### src/lcfd_pkg.sv
// Shared types and constants for the length/checksum frame deframer.
// Used by lcfd_ctrl, lcfd_datapath and length_checksum_frame_deframer_unit.
package lcfd_pkg;

    localparam int WINDOW_DEPTH_DEF = 64;

    localparam logic REG_HEADER_CODE = 1'b0;

    typedef enum logic [2:0] {
        ST_IDLE,
        ST_HDR_RD,
        ST_HDR_CK,
        ST_LEN_CK,
        ST_SUM,
        ST_EMIT
    } state_t;

    typedef enum logic [1:0] {
        RD_HEAD,
        RD_ONE,
        RD_IDX_NEXT
    } rd_sel_t;

    typedef struct packed {
        logic    push;
        logic    rd_en;
        rd_sel_t rd_sel;
        logic    drop_one;
        logic    drop_frame;
        logic    len_load;
        logic    idx_clr;
        logic    idx_inc;
        logic    sum_add;
        logic    out_load;
    } cmd_t;

    typedef struct packed {
        logic cnt_zero;
        logic cnt_lt2;
        logic hdr_match;
        logic len_too_long;
        logic frame_short;
        logic idx_le_len;
        logic idx_last;
        logic sum_ok;
        logic out_free;
    } status_t;

endpackage

### src/length_checksum_frame_deframer_unit.sv
// Length/checksum frame deframer: a byte is taken in idle, then the window is
// rescanned before the next byte: header check, length check, checksum of an L+2
// byte frame, then output of its L+2 bytes, held by output stalls; a failed check
// drops one byte. The worst case per byte is set by rescans of short failing frames
// through the single read port. Reset empties the window and clears header_code;
// window contents are not cleared.
module length_checksum_frame_deframer_unit #(
    parameter int WINDOW_DEPTH = lcfd_pkg::WINDOW_DEPTH_DEF
) (
    input  logic        clk,
    input  logic        rst_n,
    input  logic        in_valid,
    output logic        in_stall,
    input  logic [7:0]  rx_byte,
    output logic        out_valid,
    input  logic        out_stall,
    output logic [7:0]  frame_byte,
    output logic        frame_first,
    output logic        frame_last,
    input  logic        psel,
    input  logic        penable,
    input  logic        pwrite,
    input  logic [2:0]  paddr,
    input  logic [31:0] pwdata,
    output logic [31:0] prdata,
    output logic        pready
);

    lcfd_pkg::cmd_t    cmd;
    lcfd_pkg::status_t sts;

    logic [7:0] header_code_reg;
    logic [7:0] header_code_next;
    logic       cfg_wr;

    assign pready = 1'b1;
    assign cfg_wr = psel && penable && pwrite && (paddr[2] == lcfd_pkg::REG_HEADER_CODE);
    assign header_code_next = cfg_wr ? pwdata[7:0] : header_code_reg;
    assign prdata = (paddr[2] == lcfd_pkg::REG_HEADER_CODE) ? {24'd0, header_code_reg} : '0;

    always_ff @(posedge clk or negedge rst_n)
    begin
        if (!rst_n)
        begin
            header_code_reg <= '0;
        end
        else
        begin
            header_code_reg <= header_code_next;
        end
    end

    lcfd_ctrl u_ctrl (
        .clk      (clk),
        .rst_n    (rst_n),
        .in_valid (in_valid),
        .in_stall (in_stall),
        .sts      (sts),
        .cmd      (cmd)
    );

    lcfd_datapath #(
        .WINDOW_DEPTH (WINDOW_DEPTH)
    ) u_datapath (
        .clk         (clk),
        .rst_n       (rst_n),
        .cmd         (cmd),
        .sts         (sts),
        .header_code (header_code_reg),
        .rx_byte     (rx_byte),
        .out_valid   (out_valid),
        .out_stall   (out_stall),
        .frame_byte  (frame_byte),
        .frame_first (frame_first),
        .frame_last  (frame_last)
    );

endmodule

### src/lcfd_ctrl.sv
// Scan sequencer of the deframer: accepts a byte, then walks the window.
// Depends on lcfd_pkg; drives lcfd_datapath through cmd_t, reads status_t.
module lcfd_ctrl (
    input  logic             clk,
    input  logic             rst_n,
    input  logic             in_valid,
    output logic             in_stall,
    input  lcfd_pkg::status_t sts,
    output lcfd_pkg::cmd_t   cmd
);

    lcfd_pkg::state_t state_reg;
    lcfd_pkg::state_t state_next;

    always_ff @(posedge clk or negedge rst_n)
    begin
        if (!rst_n)
        begin
            state_reg <= lcfd_pkg::ST_IDLE;
        end
        else
        begin
            state_reg <= state_next;
        end
    end

    always_comb
    begin
        state_next = state_reg;
        cmd        = '0;
        cmd.rd_sel = lcfd_pkg::RD_HEAD;
        in_stall   = 1'b1;
        case (state_reg)
            lcfd_pkg::ST_IDLE:
            begin
                in_stall = 1'b0;
                if (in_valid)
                begin
                    cmd.push   = 1'b1;
                    state_next = lcfd_pkg::ST_HDR_RD;
                end
            end
            lcfd_pkg::ST_HDR_RD:
            begin
                if (sts.cnt_zero)
                begin
                    state_next = lcfd_pkg::ST_IDLE;
                end
                else
                begin
                    cmd.rd_en  = 1'b1;
                    cmd.rd_sel = lcfd_pkg::RD_HEAD;
                    state_next = lcfd_pkg::ST_HDR_CK;
                end
            end
            lcfd_pkg::ST_HDR_CK:
            begin
                if (!sts.hdr_match)
                begin
                    cmd.drop_one = 1'b1;
                    state_next   = lcfd_pkg::ST_HDR_RD;
                end
                else if (sts.cnt_lt2)
                begin
                    state_next = lcfd_pkg::ST_IDLE;
                end
                else
                begin
                    cmd.rd_en  = 1'b1;
                    cmd.rd_sel = lcfd_pkg::RD_ONE;
                    state_next = lcfd_pkg::ST_LEN_CK;
                end
            end
            lcfd_pkg::ST_LEN_CK:
            begin
                if (sts.len_too_long)
                begin
                    cmd.drop_one = 1'b1;
                    state_next   = lcfd_pkg::ST_HDR_RD;
                end
                else if (sts.frame_short)
                begin
                    state_next = lcfd_pkg::ST_IDLE;
                end
                else
                begin
                    cmd.len_load = 1'b1;
                    cmd.idx_clr  = 1'b1;
                    cmd.rd_en    = 1'b1;
                    cmd.rd_sel   = lcfd_pkg::RD_HEAD;
                    state_next   = lcfd_pkg::ST_SUM;
                end
            end
            lcfd_pkg::ST_SUM:
            begin
                if (sts.idx_le_len)
                begin
                    cmd.sum_add = 1'b1;
                    cmd.idx_inc = 1'b1;
                    cmd.rd_en   = 1'b1;
                    cmd.rd_sel  = lcfd_pkg::RD_IDX_NEXT;
                end
                else if (sts.sum_ok)
                begin
                    cmd.idx_clr = 1'b1;
                    cmd.rd_en   = 1'b1;
                    cmd.rd_sel  = lcfd_pkg::RD_HEAD;
                    state_next  = lcfd_pkg::ST_EMIT;
                end
                else
                begin
                    cmd.drop_one = 1'b1;
                    state_next   = lcfd_pkg::ST_HDR_RD;
                end
            end
            lcfd_pkg::ST_EMIT:
            begin
                if (sts.out_free)
                begin
                    cmd.out_load = 1'b1;
                    if (sts.idx_last)
                    begin
                        cmd.drop_frame = 1'b1;
                        state_next     = lcfd_pkg::ST_HDR_RD;
                    end
                    else
                    begin
                        cmd.idx_inc = 1'b1;
                        cmd.rd_en   = 1'b1;
                        cmd.rd_sel  = lcfd_pkg::RD_IDX_NEXT;
                    end
                end
            end
            default:
            begin
                state_next = lcfd_pkg::ST_IDLE;
            end
        endcase
    end

endmodule

### src/lcfd_datapath.sv
// Window ring buffer, scan index, running checksum and output register.
// Depends on lcfd_pkg; commanded by lcfd_ctrl.
module lcfd_datapath #(
    parameter int WINDOW_DEPTH = lcfd_pkg::WINDOW_DEPTH_DEF
) (
    input  logic              clk,
    input  logic              rst_n,
    input  lcfd_pkg::cmd_t    cmd,
    output lcfd_pkg::status_t sts,
    input  logic [7:0]        header_code,
    input  logic [7:0]        rx_byte,
    output logic              out_valid,
    input  logic              out_stall,
    output logic [7:0]        frame_byte,
    output logic              frame_first,
    output logic              frame_last
);

    localparam int IW = $clog2(WINDOW_DEPTH);
    localparam int CW = $clog2(WINDOW_DEPTH + 1);
    localparam int SW = IW + 1;

    logic [7:0]    mem [WINDOW_DEPTH];
    logic [7:0]    rd_data_reg;

    logic [IW-1:0] head_reg;
    logic [IW-1:0] head_next;
    logic [CW-1:0] count_reg;
    logic [CW-1:0] count_next;
    logic [IW-1:0] idx_reg;
    logic [IW-1:0] idx_next;
    logic [IW-1:0] len_reg;
    logic [IW-1:0] len_next;
    logic [7:0]    sum_reg;
    logic [7:0]    sum_next;

    logic          out_valid_reg;
    logic          out_valid_next;
    logic [7:0]    frame_byte_reg;
    logic          frame_first_reg;
    logic          frame_last_reg;

    logic [SW-1:0] frame_len;
    logic [SW-1:0] rd_off;
    logic [SW-1:0] rd_sum;
    logic [IW-1:0] rd_addr;
    logic [SW-1:0] wr_sum;
    logic [IW-1:0] wr_addr;
    logic [SW-1:0] drop_sum;
    logic [IW-1:0] head_inc;
    logic          full;
    logic          out_free;

    assign frame_len = SW'(len_reg) + SW'(2);
    assign full      = (count_reg == CW'(WINDOW_DEPTH));
    assign out_free  = !out_valid_reg || !out_stall;
    assign head_inc  = (head_reg == IW'(WINDOW_DEPTH - 1)) ? '0 : head_reg + IW'(1);

    always_comb
    begin
        case (cmd.rd_sel)
            lcfd_pkg::RD_HEAD:     rd_off = '0;
            lcfd_pkg::RD_ONE:      rd_off = SW'(1);
            lcfd_pkg::RD_IDX_NEXT: rd_off = SW'(idx_reg) + SW'(1);
            default:               rd_off = '0;
        endcase
    end

    always_comb
    begin
        logic [SW-1:0] rs;
        logic [SW-1:0] ws;
        logic [SW-1:0] ds;
        rs = SW'(head_reg) + rd_off;
        ws = SW'(head_reg) + SW'(count_reg);
        ds = SW'(head_reg) + frame_len;
        rd_sum   = (rs >= SW'(WINDOW_DEPTH)) ? rs - SW'(WINDOW_DEPTH) : rs;
        wr_sum   = (ws >= SW'(WINDOW_DEPTH)) ? ws - SW'(WINDOW_DEPTH) : ws;
        drop_sum = (ds >= SW'(WINDOW_DEPTH)) ? ds - SW'(WINDOW_DEPTH) : ds;
    end

    assign rd_addr = rd_sum[IW-1:0];
    assign wr_addr = wr_sum[IW-1:0];

    always_comb
    begin
        head_next  = head_reg;
        count_next = count_reg;
        if (cmd.push)
        begin
            if (full)
            begin
                head_next = head_inc;
            end
            else
            begin
                count_next = count_reg + CW'(1);
            end
        end
        else if (cmd.drop_one)
        begin
            head_next  = head_inc;
            count_next = count_reg - CW'(1);
        end
        else if (cmd.drop_frame)
        begin
            head_next  = drop_sum[IW-1:0];
            count_next = count_reg - CW'(frame_len);
        end
    end

    always_comb
    begin
        idx_next = idx_reg;
        sum_next = sum_reg;
        len_next = len_reg;
        if (cmd.idx_clr)
        begin
            idx_next = '0;
            sum_next = '0;
        end
        else
        begin
            if (cmd.idx_inc)
            begin
                idx_next = idx_reg + IW'(1);
            end
            if (cmd.sum_add)
            begin
                sum_next = sum_reg + rd_data_reg;
            end
        end
        if (cmd.len_load)
        begin
            len_next = rd_data_reg[IW-1:0];
        end
    end

    always_comb
    begin
        if (cmd.out_load)
        begin
            out_valid_next = 1'b1;
        end
        else if (out_stall)
        begin
            out_valid_next = out_valid_reg;
        end
        else
        begin
            out_valid_next = 1'b0;
        end
    end

    always_ff @(posedge clk)
    begin
        if (cmd.push)
        begin
            mem[wr_addr] <= rx_byte;
        end
        if (cmd.rd_en)
        begin
            rd_data_reg <= mem[rd_addr];
        end
        if (cmd.out_load)
        begin
            frame_byte_reg  <= rd_data_reg;
            frame_first_reg <= (idx_reg == '0);
            frame_last_reg  <= sts.idx_last;
        end
    end

    always_ff @(posedge clk or negedge rst_n)
    begin
        if (!rst_n)
        begin
            head_reg      <= '0;
            count_reg     <= '0;
            idx_reg       <= '0;
            len_reg       <= '0;
            sum_reg       <= '0;
            out_valid_reg <= 1'b0;
        end
        else
        begin
            head_reg      <= head_next;
            count_reg     <= count_next;
            idx_reg       <= idx_next;
            len_reg       <= len_next;
            sum_reg       <= sum_next;
            out_valid_reg <= out_valid_next;
        end
    end

    always_comb
    begin
        sts.cnt_zero     = (count_reg == '0);
        sts.cnt_lt2      = (count_reg < CW'(2));
        sts.hdr_match    = (rd_data_reg == header_code);
        sts.len_too_long = ((9'(rd_data_reg) + 9'd2) > 9'(WINDOW_DEPTH));
        sts.frame_short  = (9'(count_reg) < (9'(rd_data_reg) + 9'd2));
        sts.idx_le_len   = (idx_reg <= len_reg);
        sts.idx_last     = (SW'(idx_reg) == (SW'(len_reg) + SW'(1)));
        sts.sum_ok       = (sum_reg == rd_data_reg);
        sts.out_free     = out_free;
    end

    assign out_valid   = out_valid_reg;
    assign frame_byte  = frame_byte_reg;
    assign frame_first = frame_first_reg;
    assign frame_last  = frame_last_reg;

`ifndef SYNTHESIS
    a_count_bound: assert property (@(posedge clk) disable iff (!rst_n)
        count_reg <= CW'(WINDOW_DEPTH))
        else $error("window count above depth");

    a_frame_fits: assert property (@(posedge clk) disable iff (!rst_n)
        cmd.drop_frame |-> (SW'(count_reg) >= frame_len))
        else $error("frame consumed beyond buffered bytes");

    a_full_push: assert property (@(posedge clk) disable iff (!rst_n)
        (cmd.push && full) |=> (count_reg == CW'(WINDOW_DEPTH)))
        else $error("push into full window changed count");

    a_load_free: assert property (@(posedge clk) disable iff (!rst_n)
        (out_valid_reg && out_stall) |-> !cmd.out_load)
        else $error("output overwritten while stalled");
`endif

endmodule
### config.mk
export PLATFORM = sky130hd
export DESIGN_NAME = length_checksum_frame_deframer_unit
export DESIGN_NICKNAME = d
export VERILOG_FILES = /design/src/lcfd_pkg.sv /design/src/length_checksum_frame_deframer_unit.sv /design/src/lcfd_ctrl.sv /design/src/lcfd_datapath.sv
export SDC_FILE = /design/constraint.sdc
export NUM_CORES = 1
export LEC_CHECK = 0
export BUFFER_PORTS_ARGS = -buffer_cell sky130_fd_sc_hd__buf_4
export CORE_MARGIN = 10
export CORE_UTILIZATION = 62
export CTS_CLUSTER_SIZE = 24
export DETAILED_ROUTE_END_ITERATION = 8
export PLACE_DENSITY = 0.9
export SETUP_SLACK_MARGIN = 0.02
export SLEW_MARGIN = 15
export SYNTH_ARGS = -nofsm -noshare
export SYNTH_HDL_FRONTEND = slang
export SYNTH_HIERARCHICAL = 1
export SYNTH_SLANG_ARGS = --single-unit
export TNS_END_PERCENT = 1
### constraint.sdc
create_clock -name clk -period 6 [get_ports clk]
set_input_delay 1.2 -clock clk [delete_from_list [all_inputs] [get_ports clk]]
set_output_delay 1.2 -clock clk [all_outputs]
set_load 0.005 [all_outputs]
## After elaboration in Yosys (flattened, before gate mapping)

Memories as Yosys holds them, arrays and structs flattened. A register that Yosys moved wholly into a read port is not among the register bits.
Cells that the tools add are included.

- Bits in registers: 55
- Memory bits (writable): 512
- Input bits: 50
- Output and inout bits: 45
- Word-level logic and storage cells: 136
- Memories: 1

- Add/sub/neg operators: 16
- Magnitude comparators: 7
- Equal/unequal tests: 19
- Mux-type cells: 66
- Bitwise operators: 1
- Reductions and logical operators: 15

Memory list:

| name | depth | bits a word | rd ports | clocked after Yosys merged registers in | wr ports | line | source |
|---|---|---|---|---|---|---|---|
| u_datapath.mem | 64 | 8 | 1 | 1 | 1 | lcfd_datapath.sv:23 | `logic [7:0] mem [WINDOW_DEPTH];` |

Operators by type and width:

| operator | number |
|---|---|
| 6-bit 2-to-1 mux | 10 |
| 3-bit 2-to-1 mux | 15 |
| 7-bit 2-to-1 mux | 4 |
| 8-bit 2-to-1 mux | 3 |
| 1-bit 2-to-1 mux | 22 |
| 6-bit by 7-bit adder with 7-bit output | 3 |
| 7-bit greater-or-equal comparator, second input constant | 3 |
| 3-bit one-hot mux with 6 select lines | 1 |
| 6-bit by 1-bit subtractor with 6-bit output, second input constant | 3 |
| 8-bit == test | 2 |
| 3-bit one-hot mux with 5 select lines | 1 |
| 6-bit by 1-bit adder with 7-bit output, second input constant | 2 |
| 7-bit one-hot mux with 2 select lines | 1 |
| 6-bit by 1-bit adder with 6-bit output, second input constant | 2 |
| 2-bit 2-to-1 mux | 6 |
| 2-bit inequality test, second input constant | 5 |
| 8-bit by 2-bit adder with 9-bit output, second input constant | 1 |
| 9-bit by 7-bit greater-than comparator with 1-bit output, second input constant | 1 |
| 7-bit by 9-bit < comparator with 1-bit output | 1 |
| 8-bit adder | 1 |
| 6-bit by 2-bit adder with 7-bit output, second input constant | 1 |
| 7-bit by 1-bit adder with 7-bit output, second input constant | 1 |
| 6-bit by 7-bit == test with 1-bit output | 1 |
| 7-bit == test, second input constant | 1 |
| other kinds (24) | 33 |

## Logic depth before layout (Yosys ltp)

- Depth after elaboration: 10
- Mapped depth: 26
- Depth with buffers taken out: 24

## By module

The synthesis kept the hierarchy.

By module, submodules not included:

| module | instances | cells each | area each (µm²) | sequential area each (µm²) |
|---|---|---|---|---|
| lcfd_datapath | 1 | 1425 | 24225.7 | 16766.1 |
| length_checksum_frame_deframer_unit | 1 | 52 | 579.3 | 200.2 |
| lcfd_ctrl | 1 | 62 | 427.9 | 75.1 |

## Worst setup path after synthesis

Ideal clock, no wire load.

- Path kind: register to register
- Start point: reg u_datapath.len_reg[1]
- End point: reg u_datapath.rd_data_reg[0], read port of u_datapath.mem (data pin)
- Library setup time: 0.260 ns
- Arrival: 4.773 ns
- Required time: 5.740 ns
- Setup slack: 0.967 ns
- Stages on the path, launching flop included: 25
- Path buffers: 2
- Clock period less this slack: 5.033 ns
- Cell sequence: dfrtp_1 > inv_1 > ha_1 > nor2b_1 > o21a_1 > o21a_1 > o21a_1 > o21a_1 > o22ai_1 > nand2b_1 > a21o_1 > nor2_1 > ha_1 > a21oi_1 > nor2_1 > ha_1 > inv_1 > fa_1 > buf_2 > clkbuf_1 > mux4_2 > a2111oi_0 > a31oi_1 > a21oi_1 > mux2i_1

RTL lines:

| what | line | source |
|---|---|---|
| start, declared | lcfd_datapath.sv:32 | `logic [IW-1:0] len_reg;` |
| start signal, assigned | lcfd_datapath.sv:189 | `len_reg <= len_next;` |
| end, declared | lcfd_datapath.sv:24 | `logic [7:0] rd_data_reg;` |

==> out/qor.csv <==
metric;value;unit
ys_warn_count;6;
period_minus_slack;5970;ps
final_layout_size_suffix_gt1_share;21.3;%
instances_no_fill;2194;
routed_wl;61900;um
met3_usage;5.66;%
met1_usage;31.9;%
start_kind;flop;
fp.dieW;222;um
synth_seq_cells;575;
min_from;u_datapath/sum_reg[6]$_DFFE_PN0P_;
maxClockFrequency;168;MHz
dp_hpwl;35400;um
cts_inserted_buffers;54;
largest-register;u_datapath/mem;
largest_reg_flops;512;
tightestPinTransition;1530;ps
r2r_setup_slack;30;ps
drv_slew;20;
globalRouteTotalUtil;24.9;%
r2r-end;u_datapath/rd_data_reg[5]$_DFFE_PP_;
wl_per_cell;28.2;um
slowest_stage;a21boi_2;
status;complete, but fails checks;
placed_cells_incl_taps;2092;
cp_cell_sequence;buf_4 > ha_1 > xor2_1 > a211oi_1 > o2111ai_1 > a211oi_1 > nand3b_1 > a21o_1 > nor2_2 > ha_1 > buf_4 > and2_1 > ha_1 > nand3_1 > a21boi_2 > a2111oi_0 > buf_4 > a311oi_1 > a21oi_2 > mux2i_1;
clockBufferDepth;3;
tritoncts;yes;
via_count;15000;
syn_to_final_growth;11.7;%
syn_inst;1539;
netlist_area;25200;sq um
period_share;99.4;%
synth_enable_flop_cells;530;
crit_required;6440;ps
p_total;13.7;mW
rr_startpoint;u_datapath/len_reg[0]$_DFFE_PN0P_;
top_usage_layer;met2;
avgSynthCellArea;16.4;sq um
overflow;0;
path_buf_inv;3;
die_y;222;um
initial_utilization;63.1;%
min_path_cells;1;
yosysUniqueCellTypes;70;
finalClockSkew;52.7;ps
rsz0062_at_grt;true;
dr.pass1.iters;6;
reg2reg_depth;20;
p_leak;9.61;nW
grt_util_met2;40.6;%
core-area;40000;sq um
violations;max-capacitance violations, max-slew violations;
regArea;17000;sq um
place_congestion;0.932;
clock_latency;640;ps
hold_path_end;u_datapath/sum_reg[6]$_DFFE_PN0P_;
antenna_found_initial;2;
synth.most_common_cell;edfxtp_1;
multi_input_comb_area;7710;sq um
grt_max_degree;67;
cpPeakStageDelay;1210;ps
h-tree-depth;2;
synth-async-reset-ratio;7.83;%
worst_setup_path_end_kind;flop;
fin_nets;1729;
critPathMaxFanout;19;
finalSetupViolCount;0;
drt_iter0_drc;2154;
pin_count;95;
synth_common_cells;edfxtp_1 (530), nand2_1 (131), mux4_2 (125);
p_per_area;485;nW/um^2
ys_top_cells_by_area;edfxtp_1 (63%), mux4_2 (11%), dfrtp_1 (4.5%);
dieArea;49200;sq um
synthFlopType;edfxtp_1;
synth_top_area_share;63.1;%
hp-class;flop to flop;
synth_top_area_cell;edfxtp_1;
diodes;0;
grt_pass1_wl;94600;um
clockRootBuffer;clkbuf_16;
crit_type;flop to flop;
num_rows;73;
critPathTopFamily;compound AO/OA/AOI/OAI gates;
slew_headroom;-2.74;%
drc;0;
grt_pass1_vias;15000;
io_buffers;43;
clkSlewWorstSetupHoldPaths;60;ps
crit_arrival;6410;ps
fillers;2312;
drv_cap;1;
avgViaCountPerCell;6.83;
clock-sinks;575;
yosysSeqAreaShare;67.5;%
ir_drop;306;uV
hold_violations;0;
ant_nets;0;
[metal layers]
layer / wire (um) / vias to the layer above
met5: 11 / -
li1: - / 6149
met1: 21500 / 7448
met4: 2820 / 2
met3: 7000 / 209
met2: 30600 / 1182
[layout make-up]
type,count,share of cell area (%)
Sequential cell,575,60.5
Timing Repair Buffer,103,3.19
Multi-Input combinational cell,860,27.4
Clock inverter,36,1.21
Clock buffer,66,5.06
Tap cell,525,2.33
Inverter,29,0.386
[timing repair]
item,4_1_cts,5_1_grt
buffers inserted,0,0
hold buffers,0,0
gates resized for setup,4,22
gates cloned,0,0
pin swaps,0,3
endpoints found under the setup margin,2,8
[cells by family after synthesis]
logic type               share of synthesized area, %
flip-flops                                       67.5
AND/OR/NAND/NOR                                  7.76
multiplexers                                     12.7
AO/OA/AOI/OAI                                    4.12
buffers and inverters                            2.81
XOR/XNOR                                         2.14
adder cells (fa/ha/maj)                          2.93
other                                          0.0298
[worst max-delay path by stage]
stage / cells past startpoint / slack (ps) / end / start
CTS: 25 / 20 / u_datapath/rd_data_reg[5]$_DFFE_PP_ / u_datapath/idx_reg[1]$_DFFE_PN0P_
global placement: 24 / 310 / u_datapath/rd_data_reg[4]$_DFFE_PP_ / u_datapath/idx_reg[1]$_DFFE_PN0P_
detailed placement: 24 / 40 / u_datapath/rd_data_reg[7]$_DFFE_PP_ / u_datapath/idx_reg[1]$_DFFE_PN0P_
floorplan: 24 / 970 / u_datapath/rd_data_reg[0]$_DFFE_PP_ / u_datapath/len_reg[1]$_DFFE_PN0P_
finish: 20 / 30 / u_datapath/rd_data_reg[5]$_DFFE_PP_ / u_datapath/len_reg[0]$_DFFE_PN0P_
global route: 25 / -30 / u_datapath/rd_data_reg[7]$_DFFE_PP_ / u_datapath/len_reg[1]$_DFFE_PN0P_
[cell usage in the layout, fill, tap and decap left out, drive strengths merged, types with 4 or more instances in the layout]
cell	Yosys	routed
nand4	50	50
buf	75	103
mux2	13	13
a2111oi	16	16
mux2i	16	16
conb	2	25
a311oi	8	8
a211oi	4	4
a31oi	15	15
nor4	5	5
fa	5	5
and2b	8	8
nand2b	9	9
edfxtp	530	530
or3	4	4
mux4	128	128
xor2	24	24
clkbuf	23	66
nor2b	5	5
clkinv	1	29
dfrtp	45	45
and2	23	23
o211ai	5	5
o21a	8	8
nor3	9	9
inv	28	30
o21ai	23	23
a21o	11	11
nand2	131	131
xnor2	35	35
a21oi	40	40
nor2	119	119
nand3	26	26
ha	51	51
bufinv	0	4
[stage by stage]
stage	setup TNS [ps]	cell area, sq um	hold WS, ps	setup slack, ps	util [%]
floorplan	0	25300	424	967	-
global placement	0	26300	475	311	65.8
detailed placement	0	26300	486	38.0	65.8
CTS	0	28100	499	19.2	70.3
global route	-56.9	28200	511	-31.4	70.5
finish	0	28200	501	34.8	70.5
[worst register-to-register path: cells and delay by family, from the launching register on]
family / cells / cell delay (ps)
muxes: 1 / 210
DFF: 1 / 400
AOI/OAI and AO/OA: 8 / 2970
and+or+nand+nor: 4 / 560
xor gates and xnor gates: 1 / 160
adders and majority gates: 3 / 950
buffers and inverters: 3 / 560
[power breakdown]
group,leakage [nW],switching [mW],internal [mW]
sequential,5.34,0.256,4.74
clock,0.869,1.52,1.88
combinational,3.41,3.17,2.11
total,9.61,4.95,8.73
Note: power is estimated with default switching activity, not from simulation.
